===== src/rtl/vna_pkg.sv =====
// ----------------------------------------------------------------------------
// vna_pkg
// Shared types, constants and helpers for the vertex normal accumulator.
// ----------------------------------------------------------------------------
package vna_pkg;

  localparam int DEF_MAX_VERTS = 4096;
  localparam int POS_W   = 24;
  localparam int SUM_W   = 64;
  localparam int IDX_W   = 12;
  localparam int NRM_W   = 16;
  localparam int ROOT_W  = 32;
  localparam int MAG_LIM = 30;   // magnitudes are scaled below 2^MAG_LIM
  localparam int Q_W     = 15;   // quotient bits, result never exceeds 2^14
  localparam int NUM_W   = ROOT_W + Q_W - 1;
  localparam int FRAC_Q  = 14;

  localparam logic signed [NRM_W-1:0] NRM_ONE = 16'sd16384;

  // register index decoded from the config address
  localparam logic REG_SMOOTH = 1'b0;

  typedef enum logic [1:0] {
    FUNC_CLEAR = 2'd0,
    FUNC_LOAD  = 2'd1,
    FUNC_TRI   = 2'd2,
    FUNC_READ  = 2'd3
  } func_t;

  typedef struct packed {
    logic signed [POS_W-1:0] px;
    logic signed [POS_W-1:0] py;
    logic signed [POS_W-1:0] pz;
    logic signed [SUM_W-1:0] sx;
    logic signed [SUM_W-1:0] sy;
    logic signed [SUM_W-1:0] sz;
  } entry_t;

  function automatic logic signed [SUM_W-1:0] sat_add(
    input logic signed [SUM_W-1:0] a,
    input logic signed [SUM_W-1:0] b
  );
    logic signed [SUM_W-1:0] s;
    s = a + b;
    if (a[SUM_W-1] == b[SUM_W-1] && s[SUM_W-1] != a[SUM_W-1]) begin
      s = a[SUM_W-1] ? {1'b1, {(SUM_W-1){1'b0}}} : {1'b0, {(SUM_W-1){1'b1}}};
    end
    return s;
  endfunction

  function automatic logic [SUM_W-1:0] mag(input logic signed [SUM_W-1:0] v);
    return v[SUM_W-1] ? (~v + 1'b1) : v;
  endfunction

endpackage


===== src/rtl/vna_sqrt.sv =====
// ----------------------------------------------------------------------------
// vna_sqrt
// Iterative integer square root, two radicand bits per cycle.
// ----------------------------------------------------------------------------
module vna_sqrt
  import vna_pkg::*;
(
  input  logic              clk,
  input  logic              rst,
  input  logic              start,
  input  logic [SUM_W-1:0]  x,
  output logic              done,
  output logic [ROOT_W-1:0] root
);

  logic [SUM_W-1:0] rem;
  logic [SUM_W-1:0] res;
  logic [SUM_W-1:0] bitv;
  logic [4:0]       cnt;
  logic             run;
  logic [SUM_W-1:0] trial;

  assign trial = res + bitv;
  assign root  = res[ROOT_W-1:0];

  always_ff @(posedge clk) begin
    if (rst) begin
      run  <= 1'b0;
      done <= 1'b0;
    end else begin
      done <= 1'b0;
      if (start) begin
        rem  <= x;
        res  <= '0;
        bitv <= {2'b01, {(SUM_W-2){1'b0}}};
        cnt  <= '0;
        run  <= 1'b1;
      end else if (run) begin
        if (rem >= trial) begin
          rem <= rem - trial;
          res <= (res >> 1) + bitv;
        end else begin
          res <= res >> 1;
        end
        bitv <= bitv >> 2;
        cnt  <= cnt + 1'b1;
        if (cnt == 5'(ROOT_W - 1)) begin
          run  <= 1'b0;
          done <= 1'b1;
        end
      end
    end
  end

endmodule


===== config.mk =====
export PLATFORM = sky130hd
export DESIGN_NAME = vna_sqrt
export DESIGN_NICKNAME = d
export VERILOG_FILES = /design/src/rtl/vna_pkg.sv /design/src/rtl/vna_sqrt.sv
export SDC_FILE = /design/constraint.sdc
export NUM_CORES = 1
export LEC_CHECK = 0
export ABC_AREA = 1
export BUFFER_PORTS_ARGS = -buffer_cell sky130_fd_sc_hd__buf_2
export CORE_MARGIN = 8
export CORE_UTILIZATION = 55
export DETAILED_ROUTE_END_ITERATION = 16
export GPL_ROUTABILITY_DRIVEN = 0
export PLACE_DENSITY = 0.81
export SYNTH_ARGS = -nofsm -noshare
export SYNTH_HDL_FRONTEND = slang
export SYNTH_SLANG_ARGS = --single-unit

===== constraint.sdc =====
create_clock -name clk -period 27.2 [get_ports clk]
set_input_delay 4.08 -clock clk [delete_from_list [all_inputs] [get_ports clk]]
set_output_delay 4.08 -clock clk [all_outputs]
set_load 0.01 [all_outputs]

# Word-level counts from Yosys, hierarchy flattened
# Cells that the tools add are included.
[op_classes]
bitwise = 2
n_reduce_logical = 5
magnitude_cmp = 1
n_addsub = 4
mux = 11
eq_ne = 1
[ops]
columns = ["op", "count"]
rows = [
  ["64-bit 2-to-1 mux", 5],
  ["63-bit by 63-bit adder with 64-bit output", 1],
  ["64-bit by 63-bit adder with 64-bit output", 1],
  ["64-bit greater-or-equal comparator", 1],
  ["64-bit subtractor", 1],
  ["63-bit 2-to-1 mux", 1],
  ["5-bit by 1-bit adder with 5-bit output (second input constant)", 1],
  ["5-bit equality test (second input constant)", 1],
  ["5-bit 2-to-1 mux", 1],
  ["1-bit 2-to-1 mux", 4],
  ["2-bit nonzero test", 2],
  ["3-bit AND reduction", 1],
  ["3-bit OR reduction", 1],
  ["1-bit NOT", 2],
  ["2-bit AND reduction", 1],
]
[totals]
output_inout_bits = 33
input_bits = 67
reg_bits = 167

# Depth between registers and ports, before layout
[logic_depth]
word_depth = 5
mapped_depth = 29
depth_no_buf = 28

# Worst setup path before layout
# No wires, ideal clock.
[synth_path]
path_type = "input port to flip-flop"
startpoint = "input port start"
endpoint = "register rem[0], enable pin"
setup_time_ns = 0.418
t_required_ns = 26.782
n_path_buf = 1
slack_ns = 15.358
arrival_ns = 11.424
cell_stages = 5
path_cell_list = "clkbuf_1 -> inv_1 -> a21oi_1 -> o21ai_0 -> inv_1"
[synth_via]
elab_chain_len = 2
[synth_rtl]
columns = ["element", "line", "source"]
rows = [
  ["from (decl)", "vna_sqrt.sv:10", "input logic start,"],
  ["2-bit nonzero test (no source line)", "-", ""],
  ["3-bit AND reduction (no source line) *", "-", ""],
  ["to (signal assigned)", "vna_sqrt.sv:40", "rem <= rem - trial;"],
  ["to (decl)", "vna_sqrt.sv:16", "logic [SUM_W-1:0] rem;"],
]
# Mark *: on every way between the ends. The rest lies on a longest branch, timed or not.
# A chain may end at the register's enable or synchronous reset.

# Worst setup path in the final report
[layout_path]
startpoint = "input port start"
endpoint = "register bitv[54], enable pin"
[layout_via]
elab_chain_len = 2
[layout_rtl]
columns = ["element", "line", "source"]
rows = [
  ["2-bit nonzero test (no source line)", "-", ""],
  ["2-bit AND reduction (no source line)", "-", ""],
  ["to (signal assigned)", "vna_sqrt.sv:35", "bitv <= {2'b01, {(SUM_W-2){1'b0}}};"],
  ["to (signal assigned)", "vna_sqrt.sv:45", "bitv <= bitv >> 2;"],
  ["to (decl)", "vna_sqrt.sv:18", "logic [SUM_W-1:0] bitv;"],
]
# No other way between the ends.

==> impl_metrics.py <==
metrics = {
    "synthesis": {
        "ys_ff_latch": 167,
        "synth_fp_nets": 3714,
        "syn_inst": 3514,
        "netlist_area_mm2": 0.0205,
        "syn_area_per_cell_um2": 5.83,
        "ys_warn_count": 0,
        "synth-seq-area-share": 0.244,
        "synth_cell_types": 42,
    },
    "clock_tree": {
        "clock-sinks": 167,
        "postCtsSetupBuffers": 0,
        "holdBufCountCts": 0,
        "cts.path.max_buffers": 2,
        "cts_max_level": 4,
        "cts_root_buf": "clkbuf_16",
        "clock_latency_ns": 0.45,
        "cts_tree": "yes",
        "cts_resized": 0,
        "cts-buffers-inserted": 17,
        "clkTransAtPathRegs_ns": 0.07,
    },
    "floorplan": {
        "die_area_mm2": 0.0437,
        "die_w_um": 209,
        "rows": 70,
        "io_pins": 100,
        "die_y_um": 209,
        "core_mm2": 0.0367,
        "initial_core_util": 0.558,
    },
    "sta": {
        "setup_slack_ns": 20.71,
        "finalWorstPathRequiredPeriod_ns": 6.49,
        "tightest_slew_ns": 1.01,
        "tns_ns": 0,
        "setup_violations": 0,
        "rsz0062_at_grt": "no",
        "fmax_mhz": 154,
        "holdWs_ns": 0.507,
        "hold_viol": 0,
        "drv_slew": 0,
        "fin_skew_ns": 0.0111,
        "slew_headroom": 0.330,
        "fin_crit_sh": 0.239,
    },
    "detailed_routing": {
        "ant_nets": 0,
        "drcViolationCount": 0,
        "vias": 22222,
        "routed_wl_um": 65300,
        "viasPerCell": 5.50,
        "drt-pass1-iter-count": 7,
        "drtIter0Drc": 2640,
        "wl_per_cell_um": 16.2,
    },
    "placement": {
        "dp.cells": 4009,
        "dpl_worst_slack_ns": 20.27,
        "dp_hpwl_um": 53100,
        "io_buffer_count": 99,
    },
    "critical_path": {
        "worst-path-max-fanout": 54,
        "critPathRequiredTime_ns": 27.27,
        "arrival_ns": 6.56,
        "reg2reg_slack_ns": 21.73,
        "critPathKind": "in2reg",
        "r2r-end": "rem[30]$_DFFE_PP_",
        "start_kind": "input port",
        "r2r-start": "res[10]$_SDFFCE_PP0P_",
        "reg2reg_depth": 22,
        "endpoint_kind": "flop",
    },
    "power": {
        "p_leak_nw": 11.5,
        "power_density_mw_per_mm2": 61.8,
        "vdd_ir_drop_max_mv": 0.0494,
        "power_mw": 1.34,
    },
    "finish": {
        "regArea_mm2": 0.00499,
        "fin_nets": 3760,
        "fillers": 3627,
        "final_layout_size_suffix_gt1_frac": 0.0437,
        "syn_to_final_growth_pct": 6.13,
        "antenna_cells": 0,
        "multi_input_area_mm2": 0.0129,
        "stdcell_count": 4041,
    },
    "global_route": {
        "grt_max_degree": 82,
        "grt_pass1_wl_um": 102000,
        "grt_pass1_vias": 20085,
        "antenna_found_initial": 0,
        "gr-total-overflow": 0,
        "track_usage": 0.291,
    },
    "hold_path": {
        "min_path_cells": 2,
        "min_to": "done$_SDFF_PP0_",
        "hold_start": "run$_SDFF_PP0_",
        "hold_path.class": "reg2reg",
    },
    "run_status": {
        "outcome": "finished clean",
    },
    "run": {
        "max_cap_viol_count": 0,
    },
}
[cell families (layout without fill, tap and decap cells)]
| kind of cell | after synthesis | count (layout) | synth area share |
|---|---|---|---|
| AO/OA/AOI/OAI | 309 | 309 | 0.0799 |
| XOR/XNOR | 100 | 100 | 0.0427 |
| AND/OR/NAND/NOR | 2148 | 2148 | 0.423 |
| buffers and inverters | 657 | 716 | 0.129 |
| flip-flops | 167 | 167 | 0.244 |
| adder cells (fa/ha/maj) | 133 | 133 | 0.0816 |
[worst max-delay path, cell delays in order]
cell and delay, ns:
buf_4 0.40, inv_2 0.52, a21oi_4 0.27, buf_4 0.51, buf_4 0.65
[worst max path at each step]
| stage | end | slack (ns) | cells after the start | from |
|---|---|---|---|---|
| after CTS | bitv[46]$_SDFFCE_PP0P_ | 20.74 | 5 | start |
| after global placement | res[54]$_SDFFCE_PP0P_ | 20.32 | 5 | start |
| after floorplan | rem[0]$_DFFE_PP_ | 15.36 | 5 | start |
| after detailed placement | res[54]$_SDFFCE_PP0P_ | 20.27 | 5 | start |
| after global routing | bitv[46]$_SDFFCE_PP0P_ | 20.57 | 5 | start |
| final | bitv[54]$_SDFFCE_PP0P_ | 20.71 | 5 | start |
[cell type report]
| type | instances | share of cell area |
|---|---|---|
| Multi-Input combinational cell | 2690 | 0.592 |
| Sequential cell | 167 | 0.230 |
| Inverter | 579 | 0.0999 |
| Tap cell | 468 | 0.0269 |
| Timing Repair Buffer | 105 | 0.0250 |
| Clock buffer | 18 | 0.0197 |
| Clock inverter | 14 | 0.00713 |
[cells in the mapped netlist]
master       n  share of area
nand3_1    214          0.052
buf_2        8         0.0020
buf_4       32          0.012
a31oi_1      2        0.00061
nand3b_1    29          0.011
nand4_1     27         0.0082
and2_1      13         0.0040
or2_2       10         0.0031
and3_1       1        0.00031
a21oi_1    140          0.034
nor2_4       1        0.00055
dfxtp_1      2         0.0020
buf_1        2        0.00037
a21oi_4      1        0.00079
o21ai_0    132          0.032
o21ai_1      3        0.00073
nor3b_1      2        0.00073
a211o_1      1        0.00043
nor2_2       1        0.00031
nand2_2      1        0.00031
o21a_1       7         0.0026
o211ai_1     1        0.00037
ha_1       132          0.081
a21boi_0     1        0.00037
inv_1      575           0.11
xnor2_1     57          0.024
a211oi_1     1        0.00037
nand2b_1     3        0.00092
inv_2        3        0.00055
xor2_1      43          0.018
nand2_1   1448           0.27
o22ai_1      1        0.00031
buf_6        6         0.0033
o21bai_1    16         0.0059
fa_1         1        0.00098
edfxtp_1   165           0.24
clkinv_1     1        0.00018
nor3_1      42          0.010
clkbuf_1    30         0.0055
a21o_1       3         0.0011
nor4_1      10         0.0031
nor2_1     346          0.063
[metrics by stage]
step	instance area [µm²]	utilization
floorplan	20500	-
global placement	21200	0.577
detailed placement	21200	0.577
CTS	21700	0.593
global route	21700	0.593
finish	21700	0.593
[registers in the layout, indices dropped and copies added, names as in the netlist]
| name | cells |
|---|---|
| bitv | 32 |
| rem | 64 |
| res | 64 |
| cnt | 5 |
| done | 1 |
| run | 1 |
[cell usage in the layout, fill, tap and decap left out, types with 2 or more instances in the layout]
master     netlist  routed
nor2_1         346     346
inv_6            0       7
inv_8            0       3
a31oi_1          2       2
o21ai_1          3       3
clkbuf_16        0      17
nand3_1        214     214
o21a_1           7       7
nand2_1       1448    1448
inv_1          575     573
ha_1           132     132
a21oi_4          1       2
nand3b_1        29      29
buf_2            8      98
edfxtp_1       165     165
xor2_1          43      43
nor3b_1          2       2
nor3_1          42      42
dfxtp_1          2       2
a21oi_1        140     139
a21o_1           3       3
inv_2            3       5
buf_4           32       7
nand4_1         27      27
or2_2           10      10
nand2b_1         3       3
xnor2_1         57      57
o21ai_0        132     132
and2_1          13      13
o21bai_1        16      16
nor4_1          10      10
[metal layers]
metal / vias to the layer above / track usage / share of wire
li1: 11057 / - / -
met1: 9713 / 0.385 / 0.42
met2: 1209 / 0.466 / 0.43
met3: 243 / 0.0319 / 0.095
met4: 0 / 0.149 / 0.056
met5: - / 0 / 0
[where the power goes]
group / leakage, nW / internal, mW / switching, mW
logic: 9.62 / 0.238 / 0.478
clock network: 0.290 / 0.131 / 0.120
registers: 1.61 / 0.333 / 0.0445
No activity file was read; power rests on OpenSTA's default activity.
