`src/rtl/vna_pkg.sv`:
```
// ----------------------------------------------------------------------------
// vna_pkg
// Shared types, constants and helpers for the vertex normal accumulator.
// ----------------------------------------------------------------------------
package vna_pkg;

  localparam int DEF_MAX_VERTS = 4096;
  localparam int POS_W   = 24;
  localparam int SUM_W   = 64;
  localparam int IDX_W   = 12;
  localparam int NRM_W   = 16;
  localparam int ROOT_W  = 32;
  localparam int MAG_LIM = 30;   // magnitudes are scaled below 2^MAG_LIM
  localparam int Q_W     = 15;   // quotient bits, result never exceeds 2^14
  localparam int NUM_W   = ROOT_W + Q_W - 1;
  localparam int FRAC_Q  = 14;

  localparam logic signed [NRM_W-1:0] NRM_ONE = 16'sd16384;

  // register index decoded from the config address
  localparam logic REG_SMOOTH = 1'b0;

  typedef enum logic [1:0] {
    FUNC_CLEAR = 2'd0,
    FUNC_LOAD  = 2'd1,
    FUNC_TRI   = 2'd2,
    FUNC_READ  = 2'd3
  } func_t;

  typedef struct packed {
    logic signed [POS_W-1:0] px;
    logic signed [POS_W-1:0] py;
    logic signed [POS_W-1:0] pz;
    logic signed [SUM_W-1:0] sx;
    logic signed [SUM_W-1:0] sy;
    logic signed [SUM_W-1:0] sz;
  } entry_t;

  function automatic logic signed [SUM_W-1:0] sat_add(
    input logic signed [SUM_W-1:0] a,
    input logic signed [SUM_W-1:0] b
  );
    logic signed [SUM_W-1:0] s;
    s = a + b;
    if (a[SUM_W-1] == b[SUM_W-1] && s[SUM_W-1] != a[SUM_W-1]) begin
      s = a[SUM_W-1] ? {1'b1, {(SUM_W-1){1'b0}}} : {1'b0, {(SUM_W-1){1'b1}}};
    end
    return s;
  endfunction

  function automatic logic [SUM_W-1:0] mag(input logic signed [SUM_W-1:0] v);
    return v[SUM_W-1] ? (~v + 1'b1) : v;
  endfunction

endpackage

```
`src/rtl/vna_div.sv`:
```
// ----------------------------------------------------------------------------
// vna_div
// Restoring divider, one quotient bit per cycle.
// ----------------------------------------------------------------------------
module vna_div
  import vna_pkg::*;
(
  input  logic              clk,
  input  logic              rst,
  input  logic              start,
  input  logic [NUM_W-1:0]  num,
  input  logic [ROOT_W-1:0] den,
  output logic              done,
  output logic [Q_W-1:0]    quo
);

  logic [NUM_W-1:0] rem;
  logic [NUM_W-1:0] dsh;
  logic [3:0]       cnt;
  logic             run;

  always_ff @(posedge clk) begin
    if (rst) begin
      run  <= 1'b0;
      done <= 1'b0;
    end else begin
      done <= 1'b0;
      if (start) begin
        rem <= num;
        dsh <= NUM_W'(den) << (Q_W - 1);
        quo <= '0;
        cnt <= '0;
        run <= 1'b1;
      end else if (run) begin
        if (rem >= dsh) begin
          rem <= rem - dsh;
          quo <= {quo[Q_W-2:0], 1'b1};
        end else begin
          quo <= {quo[Q_W-2:0], 1'b0};
        end
        dsh <= dsh >> 1;
        cnt <= cnt + 1'b1;
        if (cnt == 4'(Q_W - 1)) begin
          run  <= 1'b0;
          done <= 1'b1;
        end
      end
    end
  end

endmodule

```
`config.mk`:
```
export PLATFORM = sky130hd
export DESIGN_NAME = vna_div
export DESIGN_NICKNAME = d
export VERILOG_FILES = /design/src/rtl/vna_pkg.sv /design/src/rtl/vna_div.sv
export SDC_FILE = /design/constraint.sdc
export NUM_CORES = 1
export LEC_CHECK = 0
export BUFFER_PORTS_ARGS = -buffer_cell sky130_fd_sc_hd__buf_2
export CELL_PAD_IN_SITES_DETAIL_PLACEMENT = 2
export CELL_PAD_IN_SITES_GLOBAL_PLACEMENT = 2
export CORE_MARGIN = 10
export CORE_UTILIZATION = 37
export DETAILED_ROUTE_END_ITERATION = 8
export HOLD_SLACK_MARGIN = 0.08
export PLACE_DENSITY = 0.83
export SLEW_MARGIN = 25
export SYNTH_ARGS = -nofsm -noshare
export SYNTH_HDL_FRONTEND = slang
export SYNTH_SLANG_ARGS = --single-unit
export TNS_END_PERCENT = 30
```
`constraint.sdc`:
```
create_clock -name clk -period 7.2 [get_ports clk]
set_input_delay 0 -clock clk [delete_from_list [all_inputs] [get_ports clk]]
set_output_delay 0 -clock clk [all_outputs]
set_load 0.01 [all_outputs]
```
Word-level counts from Yosys, hierarchy flattened
Index checks and enable logic that the tools add are counted.
Word-level totals
  bits in registers: 113
  output and inout bits: 16
  bits of input ports: 81
Cells by class
  bitwise operators: 2
  eq/ne operators: 1
  $lt $le $gt $ge: 1
  muxes and demuxes: 12
  reduce and logical (&&, ||, !) cells: 5
  add/subtract/negate cells: 2
Operators by type and width (number)
  $mux 46: 5
  $ge 46x46->1: 1
  $sub 46x46->46: 1
  $mux 15: 1
  $mux 1: 5
  $add 4x1->4 const B: 1
  $eq 4x4->1 const B: 1
  $mux 4: 1
  $reduce_bool 2->1: 2
  $reduce_and 3->1: 1
  $reduce_or 3->1: 1
  $not 1->1: 2
  $reduce_and 2->1: 1

Logic depth before layout (Yosys ltp)
Gate-level depths: netlist of run 1.
  depth after elaboration: 4
  gate-level depth with buffers: 12

Least setup slack after synthesis of run 1
Ideal clock, no wire load.
  kind: input to register
  start point: input start
  end point: register rem[0], enable pin
  stages on the path: 5
  data required time: 6.793 ns
  setup time: 0.407 ns
  buffers on the path: 2
  arrival: 4.708 ns
  path slack: 2.085 ns
  cells stage by stage: clkbuf_1 clkbuf_1 nor2_1 nor2_1 o21a_1
Between the ends
  cells in the longest elaborated chain, start to end: 2
RTL lines
  start: declaration: line vna_div.sv:10  | input logic start,
  $reduce_bool 2->1 (no source line)
  $reduce_and 3->1 (no source line) (*)
  end signal: assignment: line vna_div.sv:29  | rem <= num;
  end signal: assignment: line vna_div.sv:36  | rem <= rem - dsh;
  end: declaration: line vna_div.sv:17  | logic [NUM_W-1:0] rem;
Every way passes the cells marked *; elsewhere a longest branch is shown, timed or not.
A chain may end at the register's enable or synchronous reset.

Final worst setup path of run 1
  start point: register dsh[0]
  end point: register rem[21], enable pin
Between the ends
  cells in the longest elaborated chain, start to end: 3
RTL lines
  start: declaration: line vna_div.sv:18  | logic [NUM_W-1:0] dsh;
  start signal: assignment: line vna_div.sv:30  | dsh <= NUM_W'(den) << (Q_W - 1);
  start signal: assignment: line vna_div.sv:41  | dsh <= dsh >> 1;
  $ge 46x46->1: line vna_div.sv:35  | if (rem >= dsh) begin
  $reduce_bool 2->1 (no source line)
  $reduce_and 3->1 (no source line)
Every way passes these cells.

==> summary.txt, run 1 <==
Detailed routing
  – DR vias/cell: 5.47
  – WL/cell: between 20 and 25 um
  – Vias: 6648
  – DR DRC count: 0
  – 1st-pass router iterations: 5
  – ANT nets after route: 0
  – Drt total wl: 28300 um
  – Initial DRC count: 497

Die
  – Chip Width: 161 um
  – Chip height: ~160 um
  – Starting density of the core: roughly 38%
  – Die ar.: between 20000 and 30000 um2
  – Row cnt: 51
  – Core area: between 15000 and 20000 um2
  – Io pins: 97

Cells and area
  – Final Util: 48.1%
  – Area taken by multi-input logic gates: 3620 um2
  – Most common cell after layout, fill and taps aside: nand2_1
  – Nets@finish: approximately 1100
  – Antenna fix cells: 0
  – Fill cell count: 2076
  – Share of layout cells above drive strength 1: between 10% and 20%
  – Sequential cell area: between 3000 and 4000 um2
  – Synthesis-to-layout area growth: 27.9%
  – Commonest non-fill, non-tap cells in the layout: 116 x nand2_1, 111 x edfxtp_1, 95 x buf_2, 81 x o21ai_0, 77 x dlygate4sd3_1

STA
  – WHS: 108 ps
  – Count of pins over their slew limit: 0
  – Crit path time final: 4070 ps
  – TNS Setup: 0 ps
  – RSZ-0062 raised after global routing: false
  – Endpoints failing hold: 0
  – Setup Viol. Count Final: 0
  – Final period utilization: roughly 57%
  – Fmax: around 0.25 GHz
  – Worst Max-Slew Pin Slew: approximately 1000 ps
  – Skew final: 20.6 ps
  – Slew margin rel.: 31.5%

Global route
  – GRT overflow: 0
  – Largest net degree at the start of global routing: 102
  – Initial antenna violation count: 0
  – Total track usage: between 20% and 30%
  – Vias in the first global route: 7711
  – First-pass GRT wire length: between 40000 and 50000 um

Clocking
  – CTS tree: built
  – Clk Latency, worst-skew pair: approximately 440 ps
  – Clock tree buffer depth: 2
  – Root Buffer: clkbuf_16
  – TritonCTS Buffers: 17
  – Htree depth: 4
  – CTS clk-pin slew, worst paths: ~70 ps
  – CTS Sinks: 113

Synth
  – Synth warnings: 0
  – Area contributors post-synth: edfxtp_1 45%, ha_1 8.2%, nand2_1 5.9%, o21ai_0 5.5%, a21oi_1 3.8%
  – Mapped Nets: 911
  – Async SR Flop Fraction: 0%
  – Synth Cell Area: between 7000 and 8000 um2
  – Flops & latches, synth: 113
  – Synthesized instance count: approximately 800
  – Yosys top cell area share: a little under half
  – Yosys cell types: 69
  – Area leader, netlist: edfxtp_1
  – Synth Area per Inst: 9.40 um2
  – Sequential area share after synthesis: between 40% and 50%
  – Number of synthesized flops with an enable pin: 111
  – Main synth FF type: edfxtp_1

Power
  – Reg power frac: 35.3%
  – PD cells: roughly 250 nW/um2
  – Clk network pwr share: 38.5%
  – Design Power: 2.30 mW
  – Combinational share of power: 26.1%
  – Sw power: 789 uW
  – Static Leak: 3.89 nW
  – Int Pwr: 1.51 mW
  – Maximum vdd drop: approximately 0.19 mV
  – Switching part of the total power: 34.3%

Worst setup path
  – Crit Path Category: flip-flop to flip-flop
  – CP startpoint kind: flip-flop
  – Critical Path AT: 4150 ps
  – Worst stage delay on the critical path: 500 ps
  – CP Max Fanout: 28
  – CP Capture Type: flip-flop
  – CP required: 7270 ps
  – Worst path slowest cell: buf_4
  – Cell breakdown of the critical path: ha_1 > inv_1 > fa_1 > a21o_1 > a311oi_1 > or3_4 > a2111oi_4 > o31ai_2 > o21ai_4 > a41o_1 > o21a_2 > buf_4

Placement
  – HPWL Detailed: 17400 um
  – Routability congestion estimate: 0.879
  – Port Buf Inserts: 96

Worst hold path
  – Hold Crit Class: primary input to flip-flop

Run
  – Maxcap violations: 0

Outcome
  – Outcome: finished clean
## stage by stage
stage / worst slack, ps / cell area (um2) / instances
2_1_floorplan: 2090 / 7340 / 781
3_3_place_gp: 3400 / 8040 / 1106
3_5_place_dp: 3250 / 8040 / 1106
4_1_cts: 3160 / 9390 / 1215
5_1_grt: 2950 / 9390 / 1215
6_report: 3130 / 9390 / 1215
## critical path: cells and delay by family (launching register included)
family / cells / cell delay (ps)
compound gates: 7 / 1770
fa+ha+maj: 2 / 460
buf+inv: 2 / 600
flops: 1 / 420
simple gates: 1 / 430
## flip-flops by register name, summed over array words and instances (netlist names)
name / cells
cnt: 4
quo: 15
rem: 46
run: 1
done: 1
dsh: 46
## kinds of logic (layout without fill, tap and decap cells)
kind of cell	after synthesis	count (layout)	share of synthesized area (%)
buffers and inverters	95	264	4.96
muxes	2	2	0.290
adders and majority gates	49	49	8.45
xor gates and xnor gates	37	37	4.41
DFF	113	113	45.9
AOI/OAI and AO/OA	232	232	19.9
and+or+nand+nor	253	253	16.0
## power by group through the flow
| stage | combinational [mW] | clock [mW] | sequential, mW |
|---|---|---|---|
| floorplan | 0.367 | 0 | 0.822 |
| global placement | 0.500 | 0 | 0.820 |
| detailed placement | 0.531 | 0 | 0.825 |
| CTS | 0.579 | 0.877 | 0.812 |
| global route | 0.659 | 0.925 | 0.818 |
| finish | 0.602 | 0.887 | 0.814 |
## cells in the mapped netlist (all sizes together) (3+ instances only)
| library cell | instances |
|---|---|
| a211oi | 4 |
| a21boi | 3 |
| a21o | 21 |
| a21oi | 57 |
| a31oi | 4 |
| and2 | 8 |
| and3 | 8 |
| and4 | 3 |
| buf | 8 |
| clkbuf | 31 |
| edfxtp | 111 |
| ha | 48 |
| inv | 56 |
| nand2 | 116 |
| nand2b | 5 |
| nand3 | 11 |
| nand4 | 13 |
| nor2 | 47 |
| nor2b | 19 |
| nor3 | 9 |
| nor4 | 4 |
| o211ai | 7 |
| o21a | 8 |
| o21ai | 87 |
| o21bai | 9 |
| o31ai | 4 |
| or3 | 4 |
| xnor2 | 23 |
| xor2 | 14 |
## layout make-up
type | count | area share [%]
flip-flops and latches | 113 | 35.9
well taps | 265 | 3.53
multi-input cells | 573 | 38.5
inverters | 56 | 2.24
clock inverters | 15 | 1.72
clock buffers | 17 | 4.53
repair buffers | 176 | 13.6
## timing repair
action	CTS	global route
hold buffers	77	0
hold endpoints to repair	77	0
endpoints found under the setup margin	0	0
gates resized for setup	0	0
setup buffers	0	0
## routing by layer
| layer | vias to the layer above | routed length, um | track usage [%] |
|---|---|---|---|
| met3 | 50 | 946 | 4.22 |
| li1 | 3123 | - | - |
| met1 | 3306 | 12000 | 25.7 |
| met5 | - | 0 | 0 |
| met4 | 0 | 797 | 7.98 |
| met2 | 169 | 14500 | 38.9 |
## worst paths after layout
check / cells past startpoint / from / slack (ps) / to
setup / recovery: 12 / dsh[0] / 3130 / rem[21]
hold / removal: 3 / num[45] / 110 / rem[45]
setup reg to reg: 12 / dsh[0] / 3130 / rem[21]
hold reg to reg: 1 / run / 510 / done
Power figures use the tool's default switching activity.
==> inputs of run 2 (changes only) <==
Clock period 7.2 ns to 3.8 ns, I/O delays scaled along.
==> run 2 against run 1 <==
  * Non-clock buffer count increased by 4
  * Critical path depth up 1
  * Clock power is 85% higher
  * Critical path type unchanged
  * Critical endpoint is now rem[23]
==> summary.txt, run 2 (synthesis results as in run 1) <==
STA
  – Skew final: 12.1 ps
  – Worst Max-Slew Pin Slew: 962 ps
  – Setup Viol. Count Final: 0
  – Count of pins over their slew limit: 0
  – TNS Setup: 0 ps
  – Slew margin rel.: 35.9%
  – Final period utilization: 94.6%
  – Crit path time final: ~3600 ps
  – RSZ-0062 raised after global routing: false
  – Endpoints failing hold: 0
  – Fmax: 0.278 GHz
  – WHS: about 140 ps

Clocking
  – CTS clk-pin slew, worst paths: 60 ps
  – Post-CTS setup buffers: 0
  – CTS tree: built
  – CTS Sinks: 113
  – Root Buffer: clkbuf_16
  – Clock tree buffer depth: 2
  – Cts repair resizes: 0
  – Htree depth: 4
  – Hold buffer count at cts: 79
  – Clk Latency, worst-skew pair: 440 ps
  – TritonCTS Buffers: 17

Global route
  – Total track usage: 21.6%
  – Initial antenna violation count: 0
  – First-pass GRT wire length: 44500 um
  – GRT overflow: 0
  – Largest net degree at the start of global routing: 99
  – Vias in the first global route: approximately 7700

Power
  – Design Power: 4.31 mW
  – Static Leak: 3.89 nW
  – PD cells: approximately 460 nW/um2
  – Maximum vdd drop: 0.384 mV

Worst setup path
  – CP Max Fanout: 24
  – Reg-to-Reg Start: rem[0]
  – Crit path launch: rem[0]
  – CP required: 3950 ps
  – Crit Path Category: flip-flop to flip-flop
  – Worst path bufs/invs: 3
  – Critical Path AT: 3740 ps
  – Worst path slowest cell: o31ai_2
  – CP top delay family: compound AO/OA/AOI/OAI gates
  – CP startpoint kind: flip-flop
  – CP most frequent cell: inv_1
  – Worst stage delay on the critical path: 510 ps
  – Cell breakdown of the critical path: inv_1 > ha_1 > inv_1 > fa_1 > a21o_1 > a311oi_1 > or3_4 > a2111oi_4 > o31ai_2 > o21ai_4 > a41o_1 > o21a_2 > buf_4
  – CP Capture Type: flip-flop

Run
  – Maxcap violations: 0

Detailed routing
  – WL met2: approximately 15000 um
  – Initial DRC count: ~320
  – DR vias/cell: 5.50
  – Routed wl met3: ~800 um
  – Highest Signal Layer: met4
  – Vias: between 6000 and 7000
  – M1 wire length: approximately 12000 um
  – Drt total wl: 27800 um
  – 1st-pass router iterations: 6
  – WL/cell: 22.8 um
  – DR DRC count: 0
  – ANT nets after route: 0

Cells and area
  – Commonest non-fill, non-tap cells in the layout: 116 x nand2_1, 111 x edfxtp_1, 95 x buf_2, 81 x o21ai_0, 79 x dlygate4sd3_1
  – Post-route design area: 9430 um2
  – Synthesis-to-layout area growth: 28.4%
  – Share of layout cells above drive strength 1: 15.5%
  – Most common cell after layout, fill and taps aside: nand2_1
  – Nets@finish: 1071
  – Biggest regs: dsh x46, rem x46, quo x15
  – Final Util: 48.3%
  – Antenna fix cells: 0

Placement
  – Port Buf Inserts: 96
  – Routability congestion estimate: 0.859
  – Placed Area: 8050 um2
  – HPWL Detailed: approximately 18000 um

Die
  – Starting density of the core: 37.6%
  – Row cnt: 51
  – Core area: 19500 um2
  – Chip Width: 161 um
  – Io pins: between 90 and 100
  – Chip height: 161 um
  – Die ar.: about 26000 um2

Worst hold path
  – Hold_sp: start
  – Hold Crit Class: primary input to flip-flop

Outcome
  – Outcome: finished clean
[run 2: worst paths after layout]
kind             end  slack, ps  cells past startpoint
max          rem[23]        210                     13
min reg2reg     done        490                      1
min           cnt[1]        140                      2
max reg2reg  rem[23]        210                     13
[run 2: metrics by stage]
step | setup slack (ps) | cells
CTS | 259 | 1219
floorplan | 433 | 781
global route | 63.3 | 1219
global placement | 485 | 1108
detailed placement | 283 | 1108
finish | 206 | 1219
[run 2: worst reg2reg max path: stages, from the launching register on]
cell       delay, ps
edfxtp_1         370
inv_1             70
ha_1             170
inv_1             60
fa_1             410
a21o_1           240
a311oi_1         310
or3_4            220
a2111oi_4         80
o31ai_2          510
o21ai_4          120
a41o_1           280
o21a_2           210
buf_4            240
[run 2: layout make-up]
type / count / area (um2)
Clock inverter: 14 / 156
Clock buffer: 18 / 429
Sequential cell: 113 / 3370
Inverter: 56 / 210
Fill cell: 2065 / 10100
Multi-Input combinational cell: 573 / 3620
Timing Repair Buffer: 180 / 1310
Tap cell: 265 / 332
[run 2: power by group]
group	switching, mW	total, mW	internal, mW	leakage [nW]
clock network	0.662	1.64	0.973	0.274
registers	0.0393	1.54	1.50	1.08
logic	0.699	1.13	0.433	2.54
total	1.40	4.31	2.91	3.89
[run 2: layer usage]
layer / vias to the layer above / global-route usage (%)
met5: - / 0
met3: 44 / 3.30
met2: 148 / 39.0
li1: 3127 / -
met4: 0 / 8.97
met1: 3391 / 24.7
==> inputs of run 3 (changes only) <==
Settings changed: CTS_BUF_LIST set to sky130_fd_sc_hd__clkbuf_8 sky130_fd_sc_hd__clkbuf_16, REMOVE_ABC_BUFFERS set to 1.
==> run 3 against run 2 <==
  * Clock skew grew 2.7 ps
  * Utilization up 0.54 points
  * Cell count is 0.74% higher
  * Critical path depth did not move
  * Largest cell class unchanged
  * First-iteration DRC count rose by 42%
  * Wire length is essentially flat
  * Setup slack worse by 95 ps
  * Critical endpoint is now rem[38]
  * Power grew 0.53%
==> summary.txt, run 3 (synthesis results as in run 1) <==
Outcome
  – Outcome: finished clean

Worst hold path
  – Hold Crit Class: primary input to flip-flop

STA
  – RSZ-0062 raised after global routing: true
  – Skew final: 14.8 ps
  – Final period utilization: 97.1%
  – Slew margin rel.: between 40% and 50%
  – Worst Max-Slew Pin Slew: ~840 ps
  – Setup Viol. Count Final: 0
  – Count of pins over their slew limit: 0
  – Crit path time final: 3690 ps
  – Fmax: 0.271 GHz
  – Endpoints failing hold: 0

Cells and area
  – Fill cell count: about 2100
  – Share of layout cells above drive strength 1: between 10% and 20%
  – Final std cells w/o fill: 1228
  – Most common cell after layout, fill and taps aside: nand2_1
  – Final Util: 48.8%
  – Post-route design area: 9530 um2
  – Nets@finish: ~1100
  – Synthesis-to-layout area growth: 29.8%
  – Antenna fix cells: 0
  – Commonest non-fill, non-tap cells in the layout: 116 x nand2_1, 111 x edfxtp_1, 95 x buf_2, 87 x dlygate4sd3_1, 81 x o21ai_0
  – Biggest regs: dsh x46, rem x46, quo x15

Worst setup path
  – CP required: 3980 ps
  – CP Max Fanout: 4
  – CP Capture Type: flip-flop
  – Critical Path AT: 3870 ps
  – CP startpoint kind: flip-flop
  – Crit Path Category: flip-flop to flip-flop

Die
  – Die ar.: 25900 um2
  – Row cnt: 51
  – Core area: just under 20000 um2
  – Starting density of the core: between 30% and 40%
  – Io pins: a little under 100
  – Chip Width: around 160 um
  – Chip height: 161 um

Global route
  – GRT overflow: 0
  – Initial antenna violation count: 0
  – First-pass GRT wire length: 44800 um
  – Total track usage: 21.5%
  – Vias in the first global route: 7923
  – Largest net degree at the start of global routing: 87

Detailed routing
  – Drt total wl: 27900 um
  – 1st-pass router iterations: 5
  – WL/cell: 22.7 um
  – Vias: approximately 6800
  – Initial DRC count: 448
  – DR DRC count: 0
  – ANT nets after route: 0
  – DR vias/cell: 5.54

Clocking
  – Clock tree buffer depth: 2
  – Post-CTS setup buffers: 0
  – CTS clk-pin slew, worst paths: 70 ps
  – CTS tree: built
  – Clk Latency, worst-skew pair: 440 ps
  – CTS Sinks: between 100 and 150
  – TritonCTS Buffers: 17
  – Htree depth: 4
  – Root Buffer: clkbuf_16

Placement
  – HPWL Detailed: 17700 um
  – Port Buf Inserts: 96
  – Placed Area: 8070 um2
  – Placed insts: 1109
  – Routability congestion estimate: roughly 0.84

Run
  – Maxcap violations: 0

Power
  – Static Leak: 3.94 nW
  – Maximum vdd drop: 0.340 mV
  – Combinational share of power: 27.0%
  – PD cells: 455 nW/um2
  – Clk network pwr share: 37.5%
  – Switching part of the total power: 33.7%
  – Reg power frac: 35.5%
  – Int Pwr: 2.87 mW
  – Sw power: 1.46 mW
-- run 3: what timing repair did --
| item | CTS | global route |
|---|---|---|
| endpoints found under the setup margin | 0 | 3 |
| hold endpoints to repair | 99 | 0 |
| gates resized for setup | 0 | 3 |
| hold buffers | 87 | 0 |
-- run 3: worst paths after layout --
kind                  end     from  cells past startpoint  slack (ps)
hold / removal    rem[45]  num[45]                      3         160
hold reg to reg      done      run                      1         500
setup / recovery  rem[38]   rem[0]                     13         110
setup reg to reg  rem[38]   rem[0]                     13         110
-- run 3: final cells by class --
type	instances	area [um2]	share of cell area [%]
Clock buffer	17	425	4.46
Clock inverter	15	150	1.58
Inverter	56	210	2.21
Multi-Input combinational cell	573	3630	38.1
Sequential cell	113	3370	35.4
Tap cell	265	332	3.48
Timing Repair Buffer	189	1410	14.8
-- run 3: worst max-delay path, cell delays in order, from the launching register on --
cell           delay, ps
edfxtp_1             370
inv_1                 80
ha_1                 170
inv_1                 60
fa_1                 410
a21o_1               230
a311oi_1             330
or3_4                230
a2111oi_4             90
o31ai_4              370
o21ai_4              110
xnor2_1              270
o21ai_1              120
dlygate4sd3_1        590
-- run 3: stage by stage --
step                      hold slack, ps  setup TNS, ps  power (mW)  setup WS (ps)
after floorplan                     76.1         -49000        2.23          -1070
after global placement               216              0        2.51            400
after detailed placement             223              0        2.58            256
after CTS                            128              0        4.29            159
after global routing                 164          -4.08        4.50          -4.08
final                                164              0        4.33            111
-- run 3: power groups by stage --
stage / logic (mW) / registers (mW) / clock network, mW
floorplan: 0.669 / 1.56 / 0
global placement: 0.957 / 1.55 / 0
detailed placement: 1.02 / 1.56 / 0
CTS: 1.12 / 1.54 / 1.63
global route: 1.28 / 1.55 / 1.68
finish: 1.17 / 1.54 / 1.63
-- run 3: per-layer routing --
metal	share of wire, %	GRT usage (%)
met5	0	0
met4	2.2	6.66
met3	3.9	4.98
met2	52	38.8
met1	41	24.7
